<file path="config.mk">
export PLATFORM = sky130hd
export DESIGN_NAME = sha1_front
export DESIGN_NICKNAME = d
export VERILOG_FILES = /design/src/rtl/sha1_pkg.sv /design/src/rtl/sha1_front.sv
export SDC_FILE = /design/constraint.sdc
export NUM_CORES = 2
export LEC_CHECK = 0
export BUFFER_PORTS_ARGS = -buffer_cell sky130_fd_sc_hd__buf_2
export CORE_MARGIN = 2
export CORE_UTILIZATION = 30
export DETAILED_ROUTE_END_ITERATION = 8
export PLACE_DENSITY = 0.47
export SYNTH_ARGS = -nofsm -noshare
export SYNTH_HDL_FRONTEND = slang
export SYNTH_SLANG_ARGS = --single-unit
</file>
<file path="constraint.sdc">
create_clock -name clk_i -period 17.4 [get_ports clk_i]
set_input_delay 1.74 -clock clk_i [delete_from_list [all_inputs] [get_ports clk_i]]
set_output_delay 1.74 -clock clk_i [all_outputs]
set_load 0.03 [all_outputs]
</file>
<file path="src/rtl/sha1_pkg.sv">
// sha1_pkg: shared types, constants and round functions for the sha-1 stream hash unit
// no dependencies
`timescale 1ns / 1ps

package sha1_pkg;

  // input item as one packed struct
  typedef struct packed {
    logic [7:0] data_byte;
    logic       byte_present;
    logic       end_of_message;
  } sha1_in_t;

  // result item as one packed struct
  typedef struct packed {
    logic [31:0] digest_word;
    logic        last_word;
  } sha1_out_t;

  // command from front to back
  typedef enum logic [1:0] {
    CMD_BLOCK  = 2'd0,
    CMD_FINAL  = 2'd1,
    CMD_EXTRA  = 2'd2
  } sha1_cmd_e;

  // entry of the block queue: a full block and what to do with it
  typedef struct packed {
    sha1_cmd_e     cmd;
    logic [511:0]  block;
  } sha1_job_t;

  // front state machine
  typedef enum logic [1:0] {
    FS_COLLECT = 2'd0,
    FS_PAD     = 2'd1,
    FS_LEN     = 2'd2
  } sha1_front_e;

  // back state machine
  typedef enum logic [1:0] {
    BS_IDLE  = 2'd0,
    BS_ROUND = 2'd1,
    BS_ADD   = 2'd2,
    BS_EMIT  = 2'd3
  } sha1_back_e;

  localparam int unsigned QDepth = 2;
  localparam int unsigned NumRounds = 80;

  localparam logic [31:0] IV0 = 32'h67452301;
  localparam logic [31:0] IV1 = 32'hefcdab89;
  localparam logic [31:0] IV2 = 32'h98badcfe;
  localparam logic [31:0] IV3 = 32'h10325476;
  localparam logic [31:0] IV4 = 32'hc3d2e1f0;

  // round constant by round number
  function automatic logic [31:0] round_k(input logic [6:0] t);
    if (t < 7'd20)      round_k = 32'h5a827999;
    else if (t < 7'd40) round_k = 32'h6ed9eba1;
    else if (t < 7'd60) round_k = 32'h8f1bbcdc;
    else                round_k = 32'hca62c1d6;
  endfunction

  // boolean function by round number
  function automatic logic [31:0] round_f(input logic [6:0] t, input logic [31:0] b,
                                          input logic [31:0] c, input logic [31:0] d);
    if (t < 7'd20)      round_f = (b & c) ^ (~b & d);
    else if (t < 7'd40) round_f = b ^ c ^ d;
    else if (t < 7'd60) round_f = (b & c) ^ (b & d) ^ (c & d);
    else                round_f = b ^ c ^ d;
  endfunction

endpackage

</file>
<file path="src/rtl/sha1_front.sv">
// sha1_front: packs message bytes into blocks and builds the padding blocks
// depends on sha1_pkg
`timescale 1ns / 1ps

module sha1_front import sha1_pkg::*; (
  input  logic      clk_i,
  input  logic      rst_ni,
  input  sha1_in_t  item_i,
  input  logic      push_i,
  output logic      full_o,
  output sha1_job_t job_o,
  output logic      job_valid_o,
  input  logic      job_ready_i
);

  sha1_front_e state_q, state_d;
  logic [511:0] blk_q, blk_d;
  logic [60:0]  cnt_q, cnt_d;
  logic [63:0]  bits;
  logic [5:0]   pos;
  logic [5:0]   ppos;
  logic [60:0]  cnt_inc;
  logic [511:0] blk_byte;
  logic [511:0] blk_pad;
  logic         accept;

  assign accept  = push_i && !full_o;
  assign pos     = cnt_q[5:0];
  assign cnt_inc = cnt_q + 61'd1;
  assign bits    = {cnt_q, 3'b000};

  // place the byte at its big-endian slot; the first byte of a block clears the rest of it
  always_comb begin
    blk_byte = blk_q;
    if (pos == 6'd0) blk_byte = '0;
    blk_byte[511 - 8 * pos -: 8] = item_i.data_byte;
  end

  // block after the present byte, padded with 0x80 and zeros
  always_comb begin
    blk_pad = (item_i.byte_present) ? blk_byte : blk_q;
    ppos = item_i.byte_present ? cnt_inc[5:0] : pos;
    if (ppos == 6'd0) blk_pad = '0;
    blk_pad[511 - 8 * ppos -: 8] = 8'h80;
    for (int i = 0; i < 64; i++) begin
      if (i > ppos) blk_pad[511 - 8 * i -: 8] = 8'h00;
    end
  end

  // next state
  always_comb begin
    state_d = state_q;
    case (state_q)
      FS_COLLECT: begin
        if (accept && item_i.end_of_message) state_d = FS_PAD;
      end
      FS_PAD: begin
        if (job_ready_i) state_d = (pos >= 6'd56) ? FS_LEN : FS_COLLECT;
      end
      FS_LEN: begin
        if (job_ready_i) state_d = FS_COLLECT;
      end
      default: state_d = FS_COLLECT;
    endcase
  end

  // outputs and data path
  always_comb begin
    blk_d       = blk_q;
    cnt_d       = cnt_q;
    job_valid_o = 1'b0;
    job_o.cmd   = CMD_BLOCK;
    job_o.block = blk_byte;
    full_o      = 1'b1;
    case (state_q)
      FS_COLLECT: begin
        full_o = !job_ready_i;
        if (accept) begin
          if (item_i.byte_present) begin
            cnt_d = cnt_inc;
            blk_d = blk_byte;
            job_valid_o = (pos == 6'd63);
          end
          if (item_i.end_of_message) blk_d = blk_pad;
        end
      end
      FS_PAD: begin
        job_valid_o = 1'b1;
        job_o.block = blk_q;
        if (pos < 6'd56) begin
          job_o.cmd = CMD_FINAL;
          job_o.block[63:0] = bits;
        end else begin
          job_o.cmd = CMD_EXTRA;
        end
        if (job_ready_i && pos < 6'd56) cnt_d = '0;
      end
      FS_LEN: begin
        job_valid_o = 1'b1;
        job_o.cmd   = CMD_FINAL;
        job_o.block = {448'd0, bits};
        if (job_ready_i) cnt_d = '0;
      end
      default: ;
    endcase
  end

  // registers
  always_ff @(posedge clk_i or negedge rst_ni) begin
    if (!rst_ni) begin
      state_q <= FS_COLLECT;
      cnt_q   <= '0;
    end else begin
      state_q <= state_d;
      cnt_q   <= cnt_d;
    end
  end

  always_ff @(posedge clk_i) begin
    blk_q <= blk_d;
  end

`ifndef NO_ASSERTIONS
  // a padding job goes out only from a padding state
  a_final_state: assert property (@(posedge clk_i) disable iff (!rst_ni)
    job_valid_o && job_o.cmd == CMD_FINAL |-> state_q != FS_COLLECT)
    else $error("final job outside padding");
  // counter clears after the length block is handed on
  a_cnt_clear: assert property (@(posedge clk_i) disable iff (!rst_ni)
    job_valid_o && job_ready_i && job_o.cmd == CMD_FINAL |=> cnt_q == '0)
    else $error("count not cleared");
  // no item taken while padding
  a_no_take: assert property (@(posedge clk_i) disable iff (!rst_ni)
    state_q != FS_COLLECT |-> full_o)
    else $error("item taken while padding");
`endif

endmodule

</file>
; Word level (Yosys, flattened, before mapping)
; Index checks and enable logic that the tools add are counted.
[op_classes]
add_sub_neg = 5
n_lt_le_gt_ge = 65
eq_ne = 9
shifts = 4
mux = 87
reduce_logical = 13
[ops]
columns = op, n
row1 = $mux 512, 4
row2 = $shift 8x34->519 const A, 2
row3 = $pmux 514 s2, 1
row4 = $bwmux 512, 2
row5 = $shiftx 8x34->519, 1
row6 = $shiftx 8x34->519 const A, 1
row7 = $mux 8, 63
row8 = $mux 61, 4
row9 = $gt 6x6->1 const A, 32
row10 = $pmux 61 s3, 1
row11 = $gt 5x6->1 const A, 16
row12 = $neg 32->34, 2
row13 = $mux 64, 1
row14 = $add 61x1->61 const B, 1
row15 = $gt 4x6->1 const A, 8
row16 = $gt 3x6->1 const A, 4
row17 = $sub 9x9->10 const A, 2
row18 = $gt 2x6->1 const A, 2
row19 = $logic_not 6->1, 2
row20 = $ne 2x2->1 const B, 6
row21 = $mux 2, 5
row22 = $eq 6x6->1 const B, 1
row23 = $ge 6x6->1 const B, 1
row24 = $gt 1x6->1 const A, 1
row25 = other kinds (15), 20
[word_totals]
regBits = 575
inputBits = 14

; Longest topological paths before layout
[depth]
word_depth = 9
ltp_mapped = 13
depth_no_buf = 7

; Least setup slack after synthesis
; OpenSTA, ideal clock, no wires.
[synth_path]
path_type = input -> output
startpoint = input job_ready_i
endpoint = output job_valid_o
t_arrival_ns = 15.001
required_ns = 15.660
slack_ns = 0.659
cell_stages = 3
n_path_buf = 0
path_cell_list = and3_1 a31oi_1 nor2_1
[synth_via]
elab_chain_len = 6
[synth_lines]
columns = item, line
row1 = from (decl), sha1_front.sv:13  ; input logic job_ready_i
row2 = $logic_not 1->1, sha1_front.sv:77  ; full_o = !job_ready_i;
row3 = $mux 1, sha1_front.sv:75  ; case (state_q)
row4 = $logic_not 1->1, sha1_front.sv:27  ; assign accept = push_i && !full_o;
row5 = $logic_and 1x1->1, sha1_front.sv:27
row6 = $mux 1, sha1_front.sv:78  ; if (accept) begin
row7 = $pmux 1 s2, sha1_front.sv:75
row8 = to (decl), sha1_front.sv:12  ; output logic job_valid_o,
; Every way passes these cells.

==> impl.org <==
** Yosys
- Counting flops with a built-in enable in the synthesized netlist gives between 500 and 600.
- Warning count from the yosys run :: 0
- Cells taking the most area after synthesis :: sky130_fd_sc_hd__edfxtp_1 39%, sky130_fd_sc_hd__a22oi_1 19%, sky130_fd_sc_hd__nor2_1 5.5%
- Dividing the synthesized area by the synthesized cell count gives 8.577 sq um.
- The netlist uses 87 different library cells.
- After synthesis, the share of flip-flops with an asynchronous set or reset is 0.1096.
- When the netlist entered floorplanning its net count stood at 4571.
- Among all flip-flop cells after synthesis, the most frequent one is sky130_fd_sc_hd__edfxtp_1.
- FF+latch count, synth :: between 500 and 600
- After synthesis, the largest family of logic cells by area is compound AO/OA/AOI/OAI gates.
- Share of the synthesized area in the top cell type :: 0.3942
- Cell Area, Synth :: 0.03901 sq mm
- Synth Area in Compound Gates :: 0.3259
- Synth Instances :: around 4500
- Post-synthesis sequential area ratio :: 0.4346
- Largest area contributor in the netlist :: sky130_fd_sc_hd__edfxtp_1
- Most common cell in the synthesized netlist :: sky130_fd_sc_hd__a22oi_1
- Fraction of synthesized area in multiplexers :: 0.003208
- Of the total synthesized cell area, the portion taken by AND, OR, NAND and NOR gates is 0.1861.
- Sorting the synthesized cells by how often they occur yields 975 x sky130_fd_sc_hd__a22oi_1, 569 x sky130_fd_sc_hd__nor2_1, 532 x sky130_fd_sc_hd__nand2_1, 512 x sky130_fd_sc_hd__edfxtp_1, 425 x sky130_fd_sc_hd__o21ai_0.
- Post-synthesis adder-cell area fraction :: 0.002887
- Of the total synthesized cell area, the portion taken by XOR and XNOR cells is 0.004908.

** Critical path
- Category of the worst setup path capture point :: output port
- Arr. time, crit path :: 5.39 ns
- Maximum single-stage delay on the critical path :: 0.88 ns
- Crit-path most repeated cell :: sky130_fd_sc_hd__buf_4
- For this design, the slowest cell found on the critical path is sky130_fd_sc_hd__and2_4.
- Crit path max-delay family :: buffers and inverters
- In this run the critical register-to-register path is captured at blk_q[487].
- FF-to-FF setup slack :: between 10 and 15 ns
- Count of cells along the worst register-to-register path :: 8
- WP buf/inv :: 4
- Type of the setup path with the least slack :: reg2out
- Crit path launch type :: flop
- The startpoint identified for the worst register-to-register timing path is cnt_q[0].
- Of all nets on the critical path, the largest fanout is 84.
- Required time worst endpoint :: 15.66 ns
- Walking the worst path, the cells encountered are inv_1 > ha_4 > and2_4 > buf_4 > buf_4 > nand2_1 > o21ai_0 > buf_2.

** Layout
- Post-layout util :: 0.3547
- Once layout is complete, the cells apart from fillers number 6683.
- Area Growth Syn to Fin :: 17.60%
- Of the cells placed in the final design, the portion with a size suffix greater than 1 is 0.1691.
- After routing the design area is 0.04587 sq mm.
- Total number of nets in the final design :: around 4900

** Floorplan
- Horizontal die dimension :: 364.6 microns
- The die covers 0.1329 sq mm.
- 530 I/O pins were placed.
- For this configuration, the core starts out at a cell density of 0.3016.
- Number of cell rows :: between 100 and 150
- Die Ht :: 364.6 microns
- Area of the core :: 0.1293 sq mm

** Pwr
- Static leakage :: approximately 17 nW
- Cell Pwr Density :: 180.8 mW/mm^2
- The worst-case IR drop observed on VDD is about 0.11 mV.

** GRT
- Vias in the first global route :: roughly 38000
- Entering global routing, the biggest net connects 210 pins.
- After global routing the overflow that remains totals 0.
- Global router's overall resource usage :: 0.2915
- The number of antenna violations at the first check in global routing was 12.
- The first global-routing pass estimated 284700 microns of wire.

** Min path
- Worst hold path class :: reg2reg
- Min-Delay Path Depth :: 1
- Hold_sp :: cnt_q[11]
- Hold worst-path end :: cnt_q[11]

** Timing
- For the pin with the worst max-slew slack, the measured transition is 1.386 ns.
- The number of hold violations in the final report came to 0.
- Setup WS post-layout :: slightly above 10 ns
- Final critical-path share of the clock period :: 0.4100
- On the final layout, the worst clock skew is 0.04386 ns.
- Setup violations remaining at the end of the flow were counted as 0.
- Measured against its own limit, the worst slew margin works out to 0.07242.
- Derived from the worst setup path, the maximum achievable clock frequency is about 140 MHz.
- RSZ-0062 raised after global routing :: no
- Time the worst path needs with I/O delays and setup :: 7.135 ns
- The max-slew violation count is 0.
- In the final timing run, aggregate negative setup slack is 0 ns.

** Route
- Summing over every cut layer, the via total after detailed routing is 42220.
- After the first detailed-routing iteration, the DRC count stood at just over 6000.
- Total DRC errors in the routed layout :: 0
- The count of nets left with antenna violations once routing finished came out at 0.
- For this run, the detailed router's first-pass iteration total came to 8.
- Dividing the detail-routed via count by the number of cells gives 6.317.
- Wires add up to 204100 microns.
- Dividing the detail-routed wire length by the instance count gives 30.54 microns.

** Clocking
- Counting the buffers created by CTS gives 77.
- The clock passes through at most 3 buffers.
- TritonCTS built the clock tree.
- Clock-pin slew was measured on the worst setup and hold paths at 0.06 ns.
- Hold repair after CTS inserted 0 buffers.
- Quantity of gates resized following cts :: 0
- Clk Latency, worst-skew pair :: between 0.6 and 0.7 ns
- The clock drives 575 sinks.
- In this run the post-CTS setup repair buffer count came out at 0.
- H-Tree Level Count :: 3
- Root cell of the clock tree :: sky130_fd_sc_hd__clkbuf_16

** Run status
- Status :: finished clean

** Place
- In this run the cell area measured after placement is 0.04344 sq mm.
- Post-DP HPWL :: 139500 microns
- The congestion estimate from routability-driven global placement came to 0.9212.
- The number of placed instances, taps included, is 6542.
- Worst slack after detailed placement :: 10.95 ns
- During placement, the flow inserted port buffers numbering 529.

** Job
- Across the run, the number of max-cap violations was 0.
[power by group]
group          total (W)  switching (W)  internal, W
clock network    0.00160       0.000678     0.000924
registers        0.00207       0.000211      0.00186
logic            0.00462        0.00356      0.00106
[routing by layer]
layer | track usage | share of wire | wire length [microns]
met5 | 0 | 0.00014 | 29
met2 | 0.4531 | 0.45 | 92700
met4 | 0.1125 | 0.042 | 8546
met1 | 0.4021 | 0.41 | 83450
met3 | 0.05120 | 0.095 | 19350
[placed cells by master, fill, tap and decap left out, drive strengths merged, types with 8 or more instances in the layout]
cell type	n
o21ai	609
or4	24
nor4	29
a211oi	18
nor3	101
nand3b	11
or3	19
or2	11
nor2	572
edfxtp	512
buf	655
xnor2	9
o21a	14
a32oi	42
a221oi	8
mux2i	8
o211ai	9
nand4	36
o22ai	29
nor3b	37
o32ai	12
a31oi	17
clkbuf	96
nand3	66
inv	17
ha	9
a21oi	116
nor2b	14
a22oi	975
clkinv	32
dfrtp	63
xor2	12
nand2b	15
and2	64
nand2	532
o31ai	16
and3	35
[worst max path at each step]
stage	from	endpoint	slack, ns	cells past startpoint
floorplan	job_ready_i	job_valid_o	0.66	3
global route	state_q[0]	job_o[192]	10.01	8
detailed placement	item_i[1]	blk_q[463]	10.95	8
CTS	state_q[0]	job_o[192]	10.33	8
global placement	state_q[0]	job_o[192]	11.05	8
finish	state_q[0]	job_o[192]	10.27	8
[state kept, by name (all words and copies together) (netlist names)]
| name | count |
|---|---|
| blk_q | 512 |
| cnt_q | 61 |
| state_q | 2 |
[kinds of logic after synthesis]
kind of cell,after synthesis
AO/OA/AOI/OAI,1919
AND/OR/NAND/NOR,1591
flip-flops,575
buffers and inverters,421
XOR/XNOR,21
multiplexers,12
adder cells (fa/ha/maj),9
[per-stage QoR]
stage | total power [W] | hold WS [ns]
floorplan | 0.004903 | 0.5024
global placement | 0.006636 | 0.5311
detailed placement | 0.006653 | 0.5343
CTS | 0.008257 | 0.5449
global route | 0.008568 | 0.5859
finish | 0.008294 | 0.5448
[layout make-up]
type	instances	area (sq um)
Timing Repair Buffer	655	3633
Sequential cell	575	16960
Inverter	18	68.82
Antenna cell	4	10.01
Tap cell	1742	2180
Fill cell	13590	83450
Multi-Input combinational cell	3552	20600
Clock buffer	96	2059
Clock inverter	41	361.6
Note: power is estimated with default switching activity, not from simulation.
