## src/rtl/sha1_pkg.sv

```systemverilog
// sha1_pkg: shared types, constants and round functions for the sha-1 stream hash unit
// no dependencies
`timescale 1ns / 1ps

package sha1_pkg;

  // input item as one packed struct
  typedef struct packed {
    logic [7:0] data_byte;
    logic       byte_present;
    logic       end_of_message;
  } sha1_in_t;

  // result item as one packed struct
  typedef struct packed {
    logic [31:0] digest_word;
    logic        last_word;
  } sha1_out_t;

  // command from front to back
  typedef enum logic [1:0] {
    CMD_BLOCK  = 2'd0,
    CMD_FINAL  = 2'd1,
    CMD_EXTRA  = 2'd2
  } sha1_cmd_e;

  // entry of the block queue: a full block and what to do with it
  typedef struct packed {
    sha1_cmd_e     cmd;
    logic [511:0]  block;
  } sha1_job_t;

  // front state machine
  typedef enum logic [1:0] {
    FS_COLLECT = 2'd0,
    FS_PAD     = 2'd1,
    FS_LEN     = 2'd2
  } sha1_front_e;

  // back state machine
  typedef enum logic [1:0] {
    BS_IDLE  = 2'd0,
    BS_ROUND = 2'd1,
    BS_ADD   = 2'd2,
    BS_EMIT  = 2'd3
  } sha1_back_e;

  localparam int unsigned QDepth = 2;
  localparam int unsigned NumRounds = 80;

  localparam logic [31:0] IV0 = 32'h67452301;
  localparam logic [31:0] IV1 = 32'hefcdab89;
  localparam logic [31:0] IV2 = 32'h98badcfe;
  localparam logic [31:0] IV3 = 32'h10325476;
  localparam logic [31:0] IV4 = 32'hc3d2e1f0;

  // round constant by round number
  function automatic logic [31:0] round_k(input logic [6:0] t);
    if (t < 7'd20)      round_k = 32'h5a827999;
    else if (t < 7'd40) round_k = 32'h6ed9eba1;
    else if (t < 7'd60) round_k = 32'h8f1bbcdc;
    else                round_k = 32'hca62c1d6;
  endfunction

  // boolean function by round number
  function automatic logic [31:0] round_f(input logic [6:0] t, input logic [31:0] b,
                                          input logic [31:0] c, input logic [31:0] d);
    if (t < 7'd20)      round_f = (b & c) ^ (~b & d);
    else if (t < 7'd40) round_f = b ^ c ^ d;
    else if (t < 7'd60) round_f = (b & c) ^ (b & d) ^ (c & d);
    else                round_f = b ^ c ^ d;
  endfunction

endpackage

```

## src/rtl/sha1_core.sv

```systemverilog
// sha1_core: 80-round compression, one round per cycle, and digest output
// depends on sha1_pkg
`timescale 1ns / 1ps

module sha1_core import sha1_pkg::*; (
  input  logic      clk_i,
  input  logic      rst_ni,
  input  sha1_job_t job_i,
  input  logic      job_valid_i,
  output logic      job_ready_o,
  output sha1_out_t res_o,
  output logic      res_valid_o,
  input  logic      res_ready_i
);

  sha1_back_e   state_q, state_d;
  logic [31:0]  h_q [5];
  logic [31:0]  v_q [5];
  logic [31:0]  w_q [16];
  logic [6:0]   t_q, t_d;
  logic [2:0]   k_q, k_d;
  logic         fin_q;
  logic [31:0]  w_new, w_cur, tmp;
  logic         load, step, add, emit_step;

  // schedule word and round sum
  assign w_new = {w_q[13] ^ w_q[8] ^ w_q[2] ^ w_q[0]};
  assign w_cur = (t_q < 7'd16) ? w_q[0] : {w_new[30:0], w_new[31]};
  assign tmp = {v_q[0][26:0], v_q[0][31:27]} + round_f(t_q, v_q[1], v_q[2], v_q[3])
             + v_q[4] + round_k(t_q) + w_cur;

  // next state
  always_comb begin
    state_d = state_q;
    case (state_q)
      BS_IDLE:  if (job_valid_i) state_d = BS_ROUND;
      BS_ROUND: if (t_q == 7'(NumRounds - 1)) state_d = BS_ADD;
      BS_ADD:   state_d = fin_q ? BS_EMIT : BS_IDLE;
      BS_EMIT:  if (res_ready_i && k_q == 3'd4) state_d = BS_IDLE;
      default:  state_d = BS_IDLE;
    endcase
  end

  // outputs
  always_comb begin
    job_ready_o = 1'b0;
    res_valid_o = 1'b0;
    t_d = t_q;
    k_d = k_q;
    case (state_q)
      BS_IDLE:  begin job_ready_o = 1'b1; t_d = '0; k_d = '0; end
      BS_ROUND: t_d = t_q + 7'd1;
      BS_EMIT:  begin
        res_valid_o = 1'b1;
        if (res_ready_i) k_d = (k_q == 3'd4) ? 3'd0 : k_q + 3'd1;
      end
      default: ;
    endcase
  end

  assign load = (state_q == BS_IDLE) && job_valid_i;
  assign step = (state_q == BS_ROUND);
  assign add  = (state_q == BS_ADD);
  assign emit_step = (state_q == BS_EMIT) && res_ready_i;
  assign res_o.digest_word = h_q[k_q];
  assign res_o.last_word   = (k_q == 3'd4);

  // control registers
  always_ff @(posedge clk_i or negedge rst_ni) begin
    if (!rst_ni) begin
      state_q <= BS_IDLE;
      t_q <= '0;
      k_q <= '0;
      fin_q <= 1'b0;
      h_q[0] <= IV0; h_q[1] <= IV1; h_q[2] <= IV2; h_q[3] <= IV3; h_q[4] <= IV4;
    end else begin
      state_q <= state_d;
      t_q <= t_d;
      k_q <= k_d;
      if (load) fin_q <= (job_i.cmd == CMD_FINAL);
      if (add) begin
        for (int i = 0; i < 5; i++) h_q[i] <= h_q[i] + v_q[i];
      end
      if (emit_step && k_q == 3'd4) begin
        h_q[0] <= IV0; h_q[1] <= IV1; h_q[2] <= IV2; h_q[3] <= IV3; h_q[4] <= IV4;
      end
    end
  end

  // working variables and schedule window
  always_ff @(posedge clk_i) begin
    if (load) begin
      for (int i = 0; i < 16; i++) w_q[i] <= job_i.block[511 - 32 * i -: 32];
      for (int i = 0; i < 5; i++) v_q[i] <= h_q[i];
    end else if (step) begin
      for (int i = 0; i < 15; i++) w_q[i] <= w_q[i + 1];
      w_q[15] <= w_cur;
      v_q[0] <= tmp;
      v_q[1] <= v_q[0];
      v_q[2] <= {v_q[1][1:0], v_q[1][31:2]};
      v_q[3] <= v_q[2];
      v_q[4] <= v_q[3];
    end
  end

`ifndef NO_ASSERTIONS
  // round counter only runs in round state
  a_round: assert property (@(posedge clk_i) disable iff (!rst_ni)
    state_q != BS_ROUND |=> state_q != BS_ROUND || t_q == '0)
    else $error("round count not reset");
  // emit only after a final block
  a_emit: assert property (@(posedge clk_i) disable iff (!rst_ni)
    $rose(state_q == BS_EMIT) |-> fin_q) else $error("emit without final");
  // chain reset after fifth word
  a_iv: assert property (@(posedge clk_i) disable iff (!rst_ni)
    emit_step && k_q == 3'd4 |=> h_q[0] == IV0) else $error("chain not reset");
`endif

endmodule

```

## config.mk

```make
export PLATFORM = sky130hd
export DESIGN_NAME = sha1_core
export DESIGN_NICKNAME = d
export VERILOG_FILES = /design/src/rtl/sha1_pkg.sv /design/src/rtl/sha1_core.sv
export SDC_FILE = /design/constraint.sdc
export NUM_CORES = 2
export LEC_CHECK = 0
export ABC_AREA = 1
export BUFFER_PORTS_ARGS = -buffer_cell sky130_fd_sc_hd__buf_4
export CORE_MARGIN = 2
export CORE_UTILIZATION = 45
export DETAILED_ROUTE_END_ITERATION = 6
export HOLD_SLACK_MARGIN = 0.03
export PLACE_DENSITY = 0.64
export SLEW_MARGIN = 20
export SYNTH_ARGS = -nofsm -noshare
export SYNTH_HDL_FRONTEND = slang
export SYNTH_SLANG_ARGS = --single-unit
```

## constraint.sdc

```tcl
create_clock -name clk_i -period 15.3 [get_ports clk_i]
set_clock_uncertainty 0.2 [all_clocks]
set_input_delay 4.59 -clock clk_i [delete_from_list [all_inputs] [get_ports clk_i]]
set_output_delay 4.59 -clock clk_i [all_outputs]
set_load 0.01 [all_outputs]
```

# After elaboration in Yosys (flattened, before gate mapping)
# Memories as Yosys holds them, arrays and structs flattened.
# Index checks and enable logic that the tools add are counted.
word_totals:
  wordCells: 131
  ram_bits: 672
  in_bits: 518
  ff_bits: 173
  out_inout_bits: 35
  memories: 2
memory_table:
  columns: ["memory", "words", "width", "read_ports", "rd_ports_with_merged_regs", "wr", "line", "source"]
  rows:
  - ["w_q", 16, 32, 16, 0, 16, "sha1_core.sv:19", "logic [31:0] w_q [16];"]
  - ["v_q", 5, 32, 5, 0, 5, "sha1_core.sv:18", "logic [31:0] v_q [5];"]
op_classes:
  n_addsub: 11
  n_reduce_logical: 10
  n_mux: 49
  n_lt_le_gt_ge: 5
  n_bitwise: 35
  n_eq_ne: 10
ops:
  columns: ["operator", "count"]
  rows:
  - ["$mux W32", 29]
  - ["$mux W160", 2]
  - ["$add A32 B32 Y32", 9]
  - ["$xor A32 B32 Y32", 8]
  - ["$and A32 B32 Y32", 4]
  - ["$bmux W32 S3", 1]
  - ["$not A32 Y32", 1]
  - ["$mux W31", 1]
  - ["$or A1 B1 Y1", 21]
  - ["$lt A7 B5 Y1 const B", 2]
  - ["$lt A7 B6 Y1 const B", 2]
  - ["$pmux W7 S2", 1]
  - ["$mux W2", 4]
  - ["$pmux W2 S4", 1]
  - ["$add A7 B1 Y7 const B", 1]
  - ["$eq A7 B7 Y1 const B", 1]
  - ["$mux W1", 7]
  - ["$mux W3", 2]
  - ["$ne A2 B2 Y1 const B", 3]
  - ["$pmux W3 S2", 1]
  - ["$reduce_bool A2 Y1", 3]
  - ["$eq A2 B1 Y1 const B", 2]
  - ["$eq A2 B2 Y1 const B", 2]
  - ["$ge A4 B4 Y1 const B", 1]
  - ["8 further kinds", 11]

# Depth between registers and ports, before layout
depth:
  ltp_word: 11
  ltp_mapped: 27
  mapped_depth_nobuf: 26

# Least setup slack after synthesis
# No wires, ideal clock.
synth_path:
  path_type: "input port to flip-flop"
  startpoint: "input job_valid_i"
  endpoint: "memory v_q[0][0], enable pin"
  slack_ns: -5.482
  path_stages: 3
  required_ns: 10.374
  n_path_buf: 1
  setup_ns: 4.726
  arrival_time_ns: 15.855
  cell_sequence: "nand2_2 buf_1 nand2_1"
synth_lines:
  columns: ["item", "line", "source"]
  rows:
  - ["from (decl)", "sha1_core.sv:9", "input logic job_valid_i,"]
  - ["to (decl)", "sha1_core.sv:18", null]

==> load_flow_metrics.sql <==
INSERT INTO impl_metrics (metric_group, metric, value, unit) VALUES
('die', 'fp.dieW', '346.3', 'µm'),
('drt', 'wl_met3', '21790', 'µm'),
('yosys', 'total_nets_after_synthesis', '7213', ''),
('yosys', 'synth_edf_count', '672', ''),
('timing', 'finalCritPeriodShare', '0.5232', ''),
('final_layout', 'layout-drive-gt1-share', '0.1280', ''),
('yosys', 'post_synth_num_cell_types', '60', ''),
('yosys', 'synth_area_leaders', 'sky130_fd_sc_hd__edfxtp_1 (38%), sky130_fd_sc_hd__nand2_1 (17%), sky130_fd_sc_hd__fa_1 (4.7%), sky130_fd_sc_hd__ha_1 (4.6%), sky130_fd_sc_hd__inv_1 (4.5%)', ''),
('timing', 'tightestPinTransition', '1.308', 'ns'),
('yosys', 'synth_commonest_cells', 'sky130_fd_sc_hd__nand2_1 (2379), sky130_fd_sc_hd__edfxtp_1 (672), sky130_fd_sc_hd__inv_1 (636)', ''),
('setup_path', 'critPathRequiredTime', '10.51', 'ns'),
('final_layout', 'fill_cells', '11171', ''),
('yosys', 'postSynthCellCount', '6376', ''),
('drt', 'vias', '47956', ''),
('clocking', 'cts_root_buffer', 'sky130_fd_sc_hd__clkbuf_16', ''),
('setup_path', 'slowest_delay', '0.59', 'ns'),
('yosys', 'flip_flop_and_latch_count_after_synthesis', '845', ''),
('global_route', 'global_route.usage.total', '0.3724', ''),
('clocking', 'clkTransAtPathRegs', '0.06', 'ns'),
('timing', 'setup_total_negative_slack', '0', 'ns'),
('final_layout', 'regArea', '24610', 'µm²'),
('die', 'fp.dieH', '346.3', 'µm'),
('place', 'gpl.final_weighted_congestion', '1.024', ''),
('die', 'floorplan.core_area', '116200', 'µm²'),
('global_route', 'grt-ovfl-total', '0', ''),
('timing', 'finalHoldViolations', '0', ''),
('yosys', 'syn-cell-area', '52720', 'µm²'),
('die', 'design.portCount', '553', ''),
('timing', 'final-max-slew-violation-count', '0', ''),
('place', 'port_buffers', '552', ''),
('die', 'overall_die_area', '119900', 'µm²'),
('clocking', 'cts_tree', 'done', ''),
('drt', 'first_drt_pass_iteration_count', '6', ''),
('setup_path', 'worst-setup-path-type', 'reg -> out', ''),
('setup_path', 'critical-path-top-cell-by-count', 'sky130_fd_sc_hd__buf_4', ''),
('clocking', 'cts.sink_count', '845', ''),
('yosys', 'ys.warnings.count', '0', ''),
('run_status', 'outcome', 'finished clean', ''),
('clocking', 'post-cts-setup-buffers', '0', ''),
('hold_path', 'hold_path_class', 'reg -> reg', ''),
('drt', 'met1Wirelength', '93810', 'µm'),
('final_layout', 'layout.nets', '7680', ''),
('yosys', 'synth.largest_area_cell', 'sky130_fd_sc_hd__edfxtp_1', ''),
('timing', 'setup_repair_after_global_routing_missed_its_margin', 'no', ''),
('global_route', 'grt_pass1_wl', '319200', 'µm'),
('timing', 'rel_slew_slack', '0.1218', ''),
('timing', 'achievable-frequency', '0.1249', 'GHz'),
('setup_path', 'path_max_fanout', '89', ''),
('drt', 'wl_per_cell', '26.90', 'µm'),
('clocking', 'tritoncts_buffers', '99', ''),
('setup_path', 'ff2ff_setup_slack', '8.38', 'ns'),
('final_layout', 'multiInputGateArea', '24700', 'µm²'),
('setup_path', 'crit-reg2reg-capture', 'v_q[0][25]', ''),
('place', 'dp.final_hpwl', '179400', 'µm'),
('setup_path', 'worstPathCellList', 'buf_4, inv_2, nand3_1, buf_4, o21ai_0, buf_4', ''),
('timing', 'setup_viol', '0', ''),
('yosys', 'synth-seq-area-share', '0.4668', ''),
('place', 'placement.setup.worst_slack', '7.022', 'ns'),
('clocking', 'cts_hold_buf', '0', ''),
('drt', 'met2_wirelength', '100900', 'µm'),
('timing', 'postLayoutSetupSlackWorst', '7.295', 'ns'),
('setup_path', 'worst_reg2reg_path_length_in_cells', '22', ''),
('drt', 'avgViaCountPerCell', '5.661', ''),
('clocking', 'cts_htree_levels', '3', ''),
('drt', 'drc_errors', '0', ''),
('yosys', 'asyncSetResetFlopFracSynth', '0.2047', ''),
('drt', 'finalWirelength', '227900', 'µm'),
('yosys', 'synth.most_common_cell', 'sky130_fd_sc_hd__nand2_1', ''),
('hold_path', 'min_delay_worst_endpoint', 'w_q[3][28]', ''),
('global_route', 'via_count_of_the_first_global_routing_pass', '45415', ''),
('setup_path', 'critical_path.reg2reg.startpoint', 't_q[6]', '');
sequential cells by signal, indices dropped and copies added (netlist names):
register,cells
t_q,7
w_q,512
state_q,2
v_q,160
h_q,160
k_q,3
fin_q,1
per-layer routing:
layer | global-route usage | vias to the layer above
li1 | - | 21962
met1 | 0.5109 | 23311
met2 | 0.5650 | 2305
met3 | 0.08100 | 370
met4 | 0.1676 | 8
met5 | 0 | -
cell type report:
| cell class | instances | share of cell area |
|---|---|---|
| diodes | 19 | 0.0007726 |
| clock buffers | 122 | 0.04247 |
| clock inverters | 65 | 0.01212 |
| inverters | 644 | 0.03954 |
| multi-input cells | 4663 | 0.4013 |
| flip-flops and latches | 845 | 0.3999 |
| well taps | 1524 | 0.03098 |
| repair buffers | 590 | 0.07289 |
worst max-delay path, delay by kind of cell, from the launching register on:
kind	cells	cell delay [ns]
buffers and inverters	4	1.68
DFF	1	0.34
AOI/OAI and AO/OA	1	0.25
and+or+nand+nor	1	0.19
cells in the final DEF, fill, tap and decap left out, drive strengths merged, types with 48 or more instances in the layout:
master	Yosys	routed
dfrtp	93	93
dfstp	80	80
clkbuf	88	123
ha	194	194
edfxtp	672	672
o21ai	513	513
fa	125	125
nor2	343	343
xnor2	109	109
a21oi	334	334
xor2	48	48
nand2	2383	2383
nand4	51	51
nor3	57	57
inv	643	648
nand3	231	231
buf	136	589
o22ai	77	77
how the worst max path moves through the flow:
stage | slack, ns | end | from | cells after the start
floorplan | 1.44 | v_q[0][0] | job_valid_i | 3
global placement | 7.06 | w_q[6][14] | job_valid_i | 5
detailed placement | 7.02 | w_q[6][19] | job_valid_i | 5
CTS | 6.53 | res_o[4] | k_q[0] | 6
global route | 7.10 | res_o[28] | k_q[0] | 6
finish | 7.29 | res_o[28] | k_q[0] | 6
through the flow:
stage | cells | util | hold slack (ns) | area [µm²]
after floorplan | 6376 | - | 0.2691 | 52720
after global placement | 8266 | 0.5002 | 0.2973 | 58120
after detailed placement | 8266 | 0.5003 | 0.3000 | 58140
after CTS | 8453 | 0.5292 | 0.3118 | 61500
after global routing | 8469 | 0.5295 | 0.3327 | 61540
final | 8472 | 0.5296 | 0.3113 | 61540
kinds of logic (layout without fill, tap and decap cells):
| family | Yosys count | in the layout | synth area share |
|---|---|---|---|
| AOI/OAI and AO/OA | 1073 | 1073 | 0.1124 |
| xor gates and xnor gates | 157 | 157 | 0.02608 |
| adders and majority gates | 319 | 319 | 0.09352 |
| buffers and inverters | 868 | 1421 | 0.06551 |
| DFF | 845 | 845 | 0.4668 |
| muxes | 5 | 5 | 0.0009494 |
| other | 0 | 19 | 0 |
| and+or+nand+nor | 3109 | 3109 | 0.2347 |
Power is left out: the tool's default activity adds up to more than one toggle a clock period on the data nets, which glitch-free logic cannot reach.
