[src/rtl/sha1_pkg.sv]
// sha1_pkg: shared types, constants and round functions for the sha-1 stream hash unit
// no dependencies
`timescale 1ns / 1ps

package sha1_pkg;

  // input item as one packed struct
  typedef struct packed {
    logic [7:0] data_byte;
    logic       byte_present;
    logic       end_of_message;
  } sha1_in_t;

  // result item as one packed struct
  typedef struct packed {
    logic [31:0] digest_word;
    logic        last_word;
  } sha1_out_t;

  // command from front to back
  typedef enum logic [1:0] {
    CMD_BLOCK  = 2'd0,
    CMD_FINAL  = 2'd1,
    CMD_EXTRA  = 2'd2
  } sha1_cmd_e;

  // entry of the block queue: a full block and what to do with it
  typedef struct packed {
    sha1_cmd_e     cmd;
    logic [511:0]  block;
  } sha1_job_t;

  // front state machine
  typedef enum logic [1:0] {
    FS_COLLECT = 2'd0,
    FS_PAD     = 2'd1,
    FS_LEN     = 2'd2
  } sha1_front_e;

  // back state machine
  typedef enum logic [1:0] {
    BS_IDLE  = 2'd0,
    BS_ROUND = 2'd1,
    BS_ADD   = 2'd2,
    BS_EMIT  = 2'd3
  } sha1_back_e;

  localparam int unsigned QDepth = 2;
  localparam int unsigned NumRounds = 80;

  localparam logic [31:0] IV0 = 32'h67452301;
  localparam logic [31:0] IV1 = 32'hefcdab89;
  localparam logic [31:0] IV2 = 32'h98badcfe;
  localparam logic [31:0] IV3 = 32'h10325476;
  localparam logic [31:0] IV4 = 32'hc3d2e1f0;

  // round constant by round number
  function automatic logic [31:0] round_k(input logic [6:0] t);
    if (t < 7'd20)      round_k = 32'h5a827999;
    else if (t < 7'd40) round_k = 32'h6ed9eba1;
    else if (t < 7'd60) round_k = 32'h8f1bbcdc;
    else                round_k = 32'hca62c1d6;
  endfunction

  // boolean function by round number
  function automatic logic [31:0] round_f(input logic [6:0] t, input logic [31:0] b,
                                          input logic [31:0] c, input logic [31:0] d);
    if (t < 7'd20)      round_f = (b & c) ^ (~b & d);
    else if (t < 7'd40) round_f = b ^ c ^ d;
    else if (t < 7'd60) round_f = (b & c) ^ (b & d) ^ (c & d);
    else                round_f = b ^ c ^ d;
  endfunction

endpackage

[src/rtl/sha1_fifo.sv]
// sha1_fifo: short queue of block jobs between front and back
// depends on sha1_pkg
`timescale 1ns / 1ps

module sha1_fifo import sha1_pkg::*; (
  input  logic      clk_i,
  input  logic      rst_ni,
  input  sha1_job_t wr_data_i,
  input  logic      wr_valid_i,
  output logic      wr_ready_o,
  output sha1_job_t rd_data_o,
  output logic      rd_valid_o,
  input  logic      rd_ready_i
);

  sha1_job_t    mem_q [QDepth];
  logic [0:0]   wp_q, rp_q;
  logic [1:0]   cnt_q;
  logic         wr, rd;

  assign wr_ready_o = (cnt_q != 2'(QDepth));
  assign rd_valid_o = (cnt_q != 2'd0);
  assign rd_data_o  = mem_q[rp_q];
  assign wr = wr_valid_i && wr_ready_o;
  assign rd = rd_valid_o && rd_ready_i;

  // pointers and fill count
  always_ff @(posedge clk_i or negedge rst_ni) begin
    if (!rst_ni) begin
      wp_q  <= '0;
      rp_q  <= '0;
      cnt_q <= '0;
    end else begin
      if (wr) wp_q <= wp_q + 1'b1;
      if (rd) rp_q <= rp_q + 1'b1;
      cnt_q <= cnt_q + {1'b0, wr} - {1'b0, rd};
    end
  end

  // storage
  always_ff @(posedge clk_i) begin
    if (wr) mem_q[wp_q] <= wr_data_i;
  end

`ifndef NO_ASSERTIONS
  // fill count stays within depth
  a_cnt: assert property (@(posedge clk_i) disable iff (!rst_ni)
    cnt_q <= 2'(QDepth)) else $error("queue overflow");
  // count follows transfers
  a_cnt_step: assert property (@(posedge clk_i) disable iff (!rst_ni)
    wr && !rd |=> cnt_q == $past(cnt_q) + 2'd1) else $error("count slip");
  a_cnt_dn: assert property (@(posedge clk_i) disable iff (!rst_ni)
    rd && !wr |=> cnt_q == $past(cnt_q) - 2'd1) else $error("count slip");
`endif

endmodule

[config.mk]
export PLATFORM = sky130hd
export DESIGN_NAME = sha1_fifo
export DESIGN_NICKNAME = d
export VERILOG_FILES = /design/src/rtl/sha1_pkg.sv /design/src/rtl/sha1_fifo.sv
export SDC_FILE = /design/constraint.sdc
export NUM_CORES = 1
export LEC_CHECK = 0
export BUFFER_PORTS_ARGS = -buffer_cell sky130_fd_sc_hd__buf_4
export CAP_MARGIN = 5
export CORE_AREA = 2 2 404 406
export CTS_BUF_LIST = sky130_fd_sc_hd__clkbuf_4
export DETAILED_ROUTE_END_ITERATION = 8
export DIE_AREA = 0 0 406 408
export PLACE_DENSITY = 0.46
export SYNTH_ARGS = -nofsm -noshare
export SYNTH_HDL_FRONTEND = slang
export SYNTH_SLANG_ARGS = --single-unit
[constraint.sdc]
create_clock -name clk_i -period 21.3 [get_ports clk_i]
set_input_delay 1.065 -clock clk_i [delete_from_list [all_inputs] [get_ports clk_i]]
set_output_delay 1.065 -clock clk_i [all_outputs]
set_load 0.1 [all_outputs]
== Word level (Yosys, flattened, before mapping) ==
Memories as Yosys holds them, arrays and structs flattened.
Index checks and enable logic that the tools add are counted.
Cells by class
  $add $sub $neg: 4
  equal/unequal tests: 1
  muxes and demuxes: 2
  reductions and logical operators: 3
Operator list (count)
  1-bit adder, second input constant: 2
  2-bit by 1-bit adder with 2-bit output: 1
  1-bit logical AND: 2
  1-bit 2-to-1 mux: 2
  2-bit != test, second input constant: 1
  2-bit nonzero test: 1
  2-bit by 1-bit subtractor with 2-bit output: 1
Storage, ports and cells
  flip-flop bits (word level): 4
  RAM bits: 1028
  bits of input ports: 518
  word-level logic and storage cells: 14
  memories kept: 1
Memories
  mem_q: words 2, width 514, read ports 1, clocked after Yosys merged registers in 0, write ports 1, line sha1_fifo.sv:16  | sha1_job_t mem_q [QDepth];

== Longest topological paths before layout ==
Gate-level depths: netlist of run 1.
  word-level depth: 4
  mapped depth: 5
  gate-level depth less buffers: 5

== Least setup slack after synthesis of run 1 ==
Ideal clock, no wire load.
  path kind: register -> register
  start: reg cnt_q[0]
  end: mem mem_q[0][0] (netlist bit), enable pin
  library setup time: 1.406 ns
  data arrival time: 22.748 ns
  data required time: 19.894 ns
  path slack: -2.854 ns
  cell stages (with the launch flop): 4
  buffers on the path: 0
  period minus slack after synthesis: 24.154 ns
  cell sequence: dfrtp_1 -> nand2b_1 -> nand2_1 -> nor2_1
Between the ends
  longest elaborated chain between the ends: 4
Ends and longest elaborated chain
  start: declaration: line sha1_fifo.sv:18  | logic [1:0] cnt_q;
  start signal: assignment: line sha1_fifo.sv:36  | cnt_q <= cnt_q + {1'b0, wr} - {1'b0, rd};
  2-bit != test: line sha1_fifo.sv:21  | assign wr_ready_o = (cnt_q != 2'(QDepth));
  net wr_ready_o: line sha1_fifo.sv:10  | output logic wr_ready_o,
  1-bit logical AND: line sha1_fifo.sv:24  | assign wr = wr_valid_i && wr_ready_o;
  1-bit 2-to-1 mux: line sha1_fifo.sv:42  | if (wr) mem_q[wp_q] <= wr_data_i;
  1-bit 2-to-1 mux (implied by the code): line sha1_fifo.sv:42
  end: declaration: line sha1_fifo.sv:16
The timed path passes the listed nets, and every way through them passes these cells.

==> metrics.txt, run 1 <==
post-CTS setup repair buffer count 0; r2r startpoint cnt_q[0]$_DFF_PN0_; CP Data Required Time approximately 20,000 ps; critical path peak fanout 60; status finished, final reports clean; min-delay worst type primary input to async pin; via density per instance a little under 4; clock sink total 1,032; Root Buffer Master clkbuf_4; Vias 22,870; total track usage ~14%; Initial Util between 20% and 30%; post-synth design cell area between 30,000 and 40,000 um2; Final Hold Viols 0; GPL Wtd Cong 0.7804; FF-to-FF setup slack approximately 16,000 ps; WL/cell between 20 and 25 um; drt total wl about 120 mm; number of max-cap violations 0; Chip Height slightly above 400 um; clock slew at reported path FFs roughly 60 ps; 1st-pass router iterations 4; Final Max Slew Viols 0; Worst Tran Pin Value 1059 ps; Post-synth EDFFs a little over 1,000; CTS Hold Buffers Added 517; syn avg cell area between 20 and 25 um2; most common cell in the synthesized netlist edfxtp_1; largest net degree at the start of global routing about 150; post-layout net count 3,969; crit end category output port; RSZ-0062 raised after global routing no; IO buf count 1,033; vias in the first global route 24,690; Skew-Pair Late Insertion Delay ~1300 ps; register area around 31,000 um2; IO Pins a little over 1,000; layout cells sized above 1 around 56%; first-pass GRT wire length roughly 170 mm; chip width ~410 um; crit path kind register to output port; Clock Tree Buf Depth 4; initial antenna violation count 49; dominant cell type by area after synthesis edfxtp_1; Multi-input gate area roughly 7200 um2; Synth-to-Final Area Change 49.32%; CTS tree yes; synth cell count leaders edfxtp_1 (1,028), mux2_4 (350), mux2_2 (164); dominant synthesized flop cell edfxtp_1; die area 165,600 um2; post-synth top area share between 70% and 80%; syn_nets about 2,100; DRC 0; Slew headroom between 20 and 30%; post-route setup TNS 0 ps; post-synthesis register bit count between 1,000 and 1,500; standard-cell rows ~150; Core ar. ~160,000 um2; startpoint types register; H-tree Lvls 5; Final min period around 8100 ps; CTS Buf Count 310; initial DRC count a little under 900; Fmax roughly 0.12 GHz; r2r worst-path depth 6; FF-to-FF End mem_q[1][247]$_DFFE_PP_; Final setup viols 0; Synth Warn # 0; grt ovf 0; Final ANT Viol Nets 0; largest cells by area after synthesis edfxtp_1 (80%), mux2_4 (14%), mux2_2 (4.8%); Async SR Flop Fraction less than 1%; part of the Yosys area used for sequential elements about 80%; Netlist cell types 20; Syn Inst Count about 1,600; WP data arrival 7010 ps; FILL cells about 16,000; CTS resizes 0; Final HPWL DP 85.72 mm; skew final between 80 and 90 ps; Tcrit/Tclk final 37.92%
==> logic make-up after synthesis <==
family | Yosys count | synth area share (%)
flops | 1032 | 79.98
mux | 514 | 18.34
buf+inv | 57 | 1.373
simple gates | 10 | 0.1261
compound gates | 4 | 0.08078
xor+xnor | 3 | 0.06787
fa+ha+maj | 1 | 0.03231
==> worst max-delay path by stage <==
stage | slack, ps | startpoint | cells after the start | end
floorplan | 5890 | cnt_q[0]$_DFF_PN0_ | 3 | mem_q[0][0]$_DFFE_PP_
CTS | 12850 | rp_q$_DFFE_PN0P_ | 7 | rd_data_o[440]
finish | 13220 | rp_q$_DFFE_PN0P_ | 7 | rd_data_o[440]
global placement | 14410 | rp_q$_DFFE_PN0P_ | 7 | rd_data_o[490]
global route | 12620 | rp_q$_DFFE_PN0P_ | 7 | rd_data_o[440]
detailed placement | 14380 | rp_q$_DFFE_PN0P_ | 7 | rd_data_o[440]
==> cells in the final DEF (no fill, tap or decap), drive strengths merged, types with 2 or more instances in the layout <==
cell type,count
diode,22
clkinv,50
bufinv,2
xnor2,3
inv,5
edfxtp,1028
clkbuf,455
buf,1057
dfrtp,4
nand2,2
mux2,514
nor2,3
dlygate4sd3,517
==> layout make-up <==
class                      instances  share of cell area [%]
multi-input combinational        532                   12.51
timing repair buffer            1574                   22.72
sequential                      1032                   53.57
clock inverter                    58                  0.4934
clock buffer                     455                   5.908
antenna                           22                 0.09522
tap                             2175                   4.707
==> flip-flops by register name (all words and copies together) (netlist names) <==
signal and count:
cnt_q 2, wp_q 1, mem_q 1028, rp_q 1
==> metrics by stage <==
step	instance area [um2]	std cells	setup slack (ps)	util, %	hold WS (ps)
after floorplan	38720	1621	5887	-	478.8
after global placement	48890	4796	14410	30.24	540.0
after detailed placement	48890	4796	14380	30.24	546.0
after CTS	57760	5826	12850	35.73	16.39
after global routing	57810	5843	12620	35.76	91.13
final	57820	5848	13220	35.77	260.9
==> critical path, stage by stage (launching register included) <==
cell and delay (ps):
dfrtp_4 860, buf_4 820, buf_4 860, buf_4 760, buf_4 810, buf_4 770, mux2_4 360, buf_4 230
==> metal layers <==
metal  share of wire (%)  vias to the layer above  track usage [%]
met3                  10                      247            6.815
met5               0.025                        -                0
met1                  36                    11270            14.34
li1                    -                    10370                -
met4                 2.7                        4            5.140
met2                  51                      984            24.88
Power of run 1 is left out: the tool's default activity adds up to more than one toggle a clock period on the data nets, which glitch-free logic cannot reach.
==> inputs of run 2 (changes only) <==
Settings changed: ABC_AREA from default to 1, CORE_AREA 2 2 404 406 to 2 2 398 400, DIE_AREA 0 0 406 408 to 0 0 400 402.
Clock period 21.3 ns to 6.85 ns, I/O delays scaled along.
==> metrics.txt, run 2 <==
largest cells by area after synthesis edfxtp_1 (82%), nand2_1 (16%), buf_2 (1.2%); r2r startpoint cnt_q[1]$_DFF_PN0_; layout cells sized above 1 29.46% (-27 points); post-CTS setup repair buffer count 0 (unchanged); Skew-Pair Late Insertion Delay 1250 ps (-30 ps); syn_nets 3,235 (+51%); CTS resizes 0 (unchanged); Hold Slack 162.0 ps (-98.91 ps); synth cell count leaders nand2_1 (1,551), edfxtp_1 (1,028), buf_2 (88); Fmax roughly 0.20 GHz; clock slew at reported path FFs 60 ps (about the same); CP Data Required Time 6510 ps (-13,730 ps); Final ANT Viol Nets 0 (unchanged); standard-cell rows 146 (-1.4%); Layout Utilization 39.19% (+3.4 points); r2r worst-path depth 5 (-1); Worst Min Path Start wr_valid_i; Hold EP wp_q$_DFFE_PN0P_; Chip Height 402 um (-1.5%); post-synthesis register bit count 1,032 (unchanged); crit path kind register to output port; FILL cells 15,260 (-2.8%); first-pass GRT wire length 180.4 mm (+7.5%); clock sink total 1,032 (unchanged); grt ovf 0 (unchanged); Netlist cell types 14 (-30%); min-delay worst type primary input to register; post-layout net count 5,527 (+39%); Final Hold Viols 0 (unchanged); Final HPWL DP 79.97 mm (-6.7%); Worst Hold Depth 4; startpoint types register; WL/cell 17.19 um (-17%); status finished, final reports clean; dominant synthesized flop cell edfxtp_1; Post-synth EDFFs 1,028 (unchanged); Clock Tree Buf Depth 4 (unchanged); post-synth top area share 82.27% (+2.6 points); FF-to-FF setup slack 3940 ps (-12,260 ps); H-tree Lvls 5 (unchanged); critical path peak fanout 89 (+48%); GPL Wtd Cong 0.7750 (-0.69%); CTS tree yes; IO Pins 1,034 (unchanged); max reg flops 1,028 (unchanged); Initial Util 23.88% (-0.069 points); dominant cell type by area after synthesis edfxtp_1; initial antenna violation count 16 (-67%); Syn Inst Count 2,716 (+68%); DRC 0 (unchanged); commonest non-fill, non-tap cell in the layout nand2_1; total track usage 15.04% (+0.92 points); Synth Warn # 0 (unchanged); RSZ-0062 raised after global routing no; number of max-cap violations 0 (unchanged); Final min period slightly below 5000 ps; chip width 400 um (-1.5%); Core ar. 157,100 um2 (-2.8%); drt total wl 125.1 mm (+3.3%); largest net degree at the start of global routing 152 (-0.65%); CP Launch Point rp_q$_DFFE_PN0P_; WP data arrival 4550 ps (-2460 ps); Async SR Flop Fraction 0.3876% (unchanged); CTS Buf Count 305 (-1.6%); 1st-pass router iterations 5 (+1); syn avg cell area 13.81 um2 (-42%); Final Max Slew Viols 0 (unchanged); via density per instance 3.978 (+1.7%); Vias 28,950 (+27%); CTS Hold Buffers Added 1,034 (+100%); vias in the first global route 29,610 (+20%); Root Buffer Master clkbuf_4; part of the Yosys area used for sequential elements 82.54% (+2.6 points); skew final 89.13 ps (+1.900 ps); FF-to-FF End mem_q[0][426]$_DFFE_PP_; Tcrit/Tclk final ~71%; most frequent cells in the layout nand2_1 (1,549), buf_4 (1,055), dlygate4sd3_1 (1,034); Worst Tran Pin Value 1152 ps (+92.99 ps); top flop regs mem_q x1028, cnt_q x2; die area 160,800 um2 (-2.9%); crit end category output port; Synth-to-Final Area Change 64.09%; initial DRC count 1,255 (+44%); Top reg by flops mem_q; post-synth design cell area 37,520 um2 (-3.1%); most common cell in the synthesized netlist nand2_1; Final setup viols 0 (unchanged); Slew headroom 23.05% (-6.4 points); IO buf count 1,033 (unchanged)
-- run 2: cell count changes in the layout (fill, tap and decap cells not counted), moves of 3 or more --
cell	previous run	this run
buf_12	2	10
clkbuf_4	455	446
clkinv_1	44	36
clkinv_2	5	1
diode_2	22	12
dlygate4sd3_1	517	1034
inv_1	0	6
inv_2	5	9
mux2_2	164	0
mux2_4	350	0
nand2_1	2	1549
xnor2_1	3	0
-- run 2: cell families (layout without fill, tap and decap cells) --
| logic type | count (synthesis) | in the layout | share of synthesized area [%] |
|---|---|---|---|
| AOI/OAI and AO/OA | 2 | 2 | 0.02665 |
| xor gates and xnor gates | 1 | 1 | 0.02335 |
| adders and majority gates | 1 | 1 | 0.03334 |
| buffers and inverters | 122 | 2600 | 1.784 |
| DFF | 1032 | 1032 | 82.54 |
| other | 0 | 12 | 0 |
| and+or+nand+nor | 1558 | 1558 | 15.59 |
-- run 2: final cells by class --
type,instances,area (um2),share of cell area [%]
inverters,8,37.54,0.06097
flip-flops and latches,1032,30970,50.31
diodes,12,30.03,0.04877
clock inverters,47,185.2,0.3008
clock buffers,446,3348,5.438
multi-input cells,1562,5929,9.631
repair buffers,2099,18470,30.00
well taps,2072,2592,4.211
-- run 2: through the flow --
step	cells	cell area [um2]	setup WS, ps	TNS, ps
floorplan	2716	37570	-1898	-1946260
global placement	5739	47650	3015	0
detailed placement	5739	47650	2993	0
CTS	7266	61540	1616	0
global route	7276	61560	1546	0
finish	7278	61570	1959	0
-- run 2: metal layers --
metal  GRT usage (%)  part of all wire (%)  vias to the layer above
met5               0                 0.061                        -
met4           6.735                   3.8                       10
met3           6.078                   8.7                      255
met2           26.21                    51                      975
met1           15.80                    36                    13710
li1                -                     -                    14000
-- run 2: how the worst max path moves through the flow --
| stage | slack, ps | end |
|---|---|---|
| floorplan | -1900 | mem_q[1][0]$_DFFE_PP_ |
| global placement | 3010 | rd_data_o[478] |
| detailed placement | 2990 | rd_data_o[481] |
| CTS | 1620 | rd_data_o[481] |
| global route | 1550 | rd_data_o[478] |
| finish | 1960 | rd_data_o[265] |
-- run 2: worst max-delay path, stage by stage (launching register included) --
cell and delay, ps:
dfrtp_4 890, buf_4 750, buf_4 960, nand2_1 100, nand2_1 200, buf_4 320
Power of run 2 is left out for the same reason.
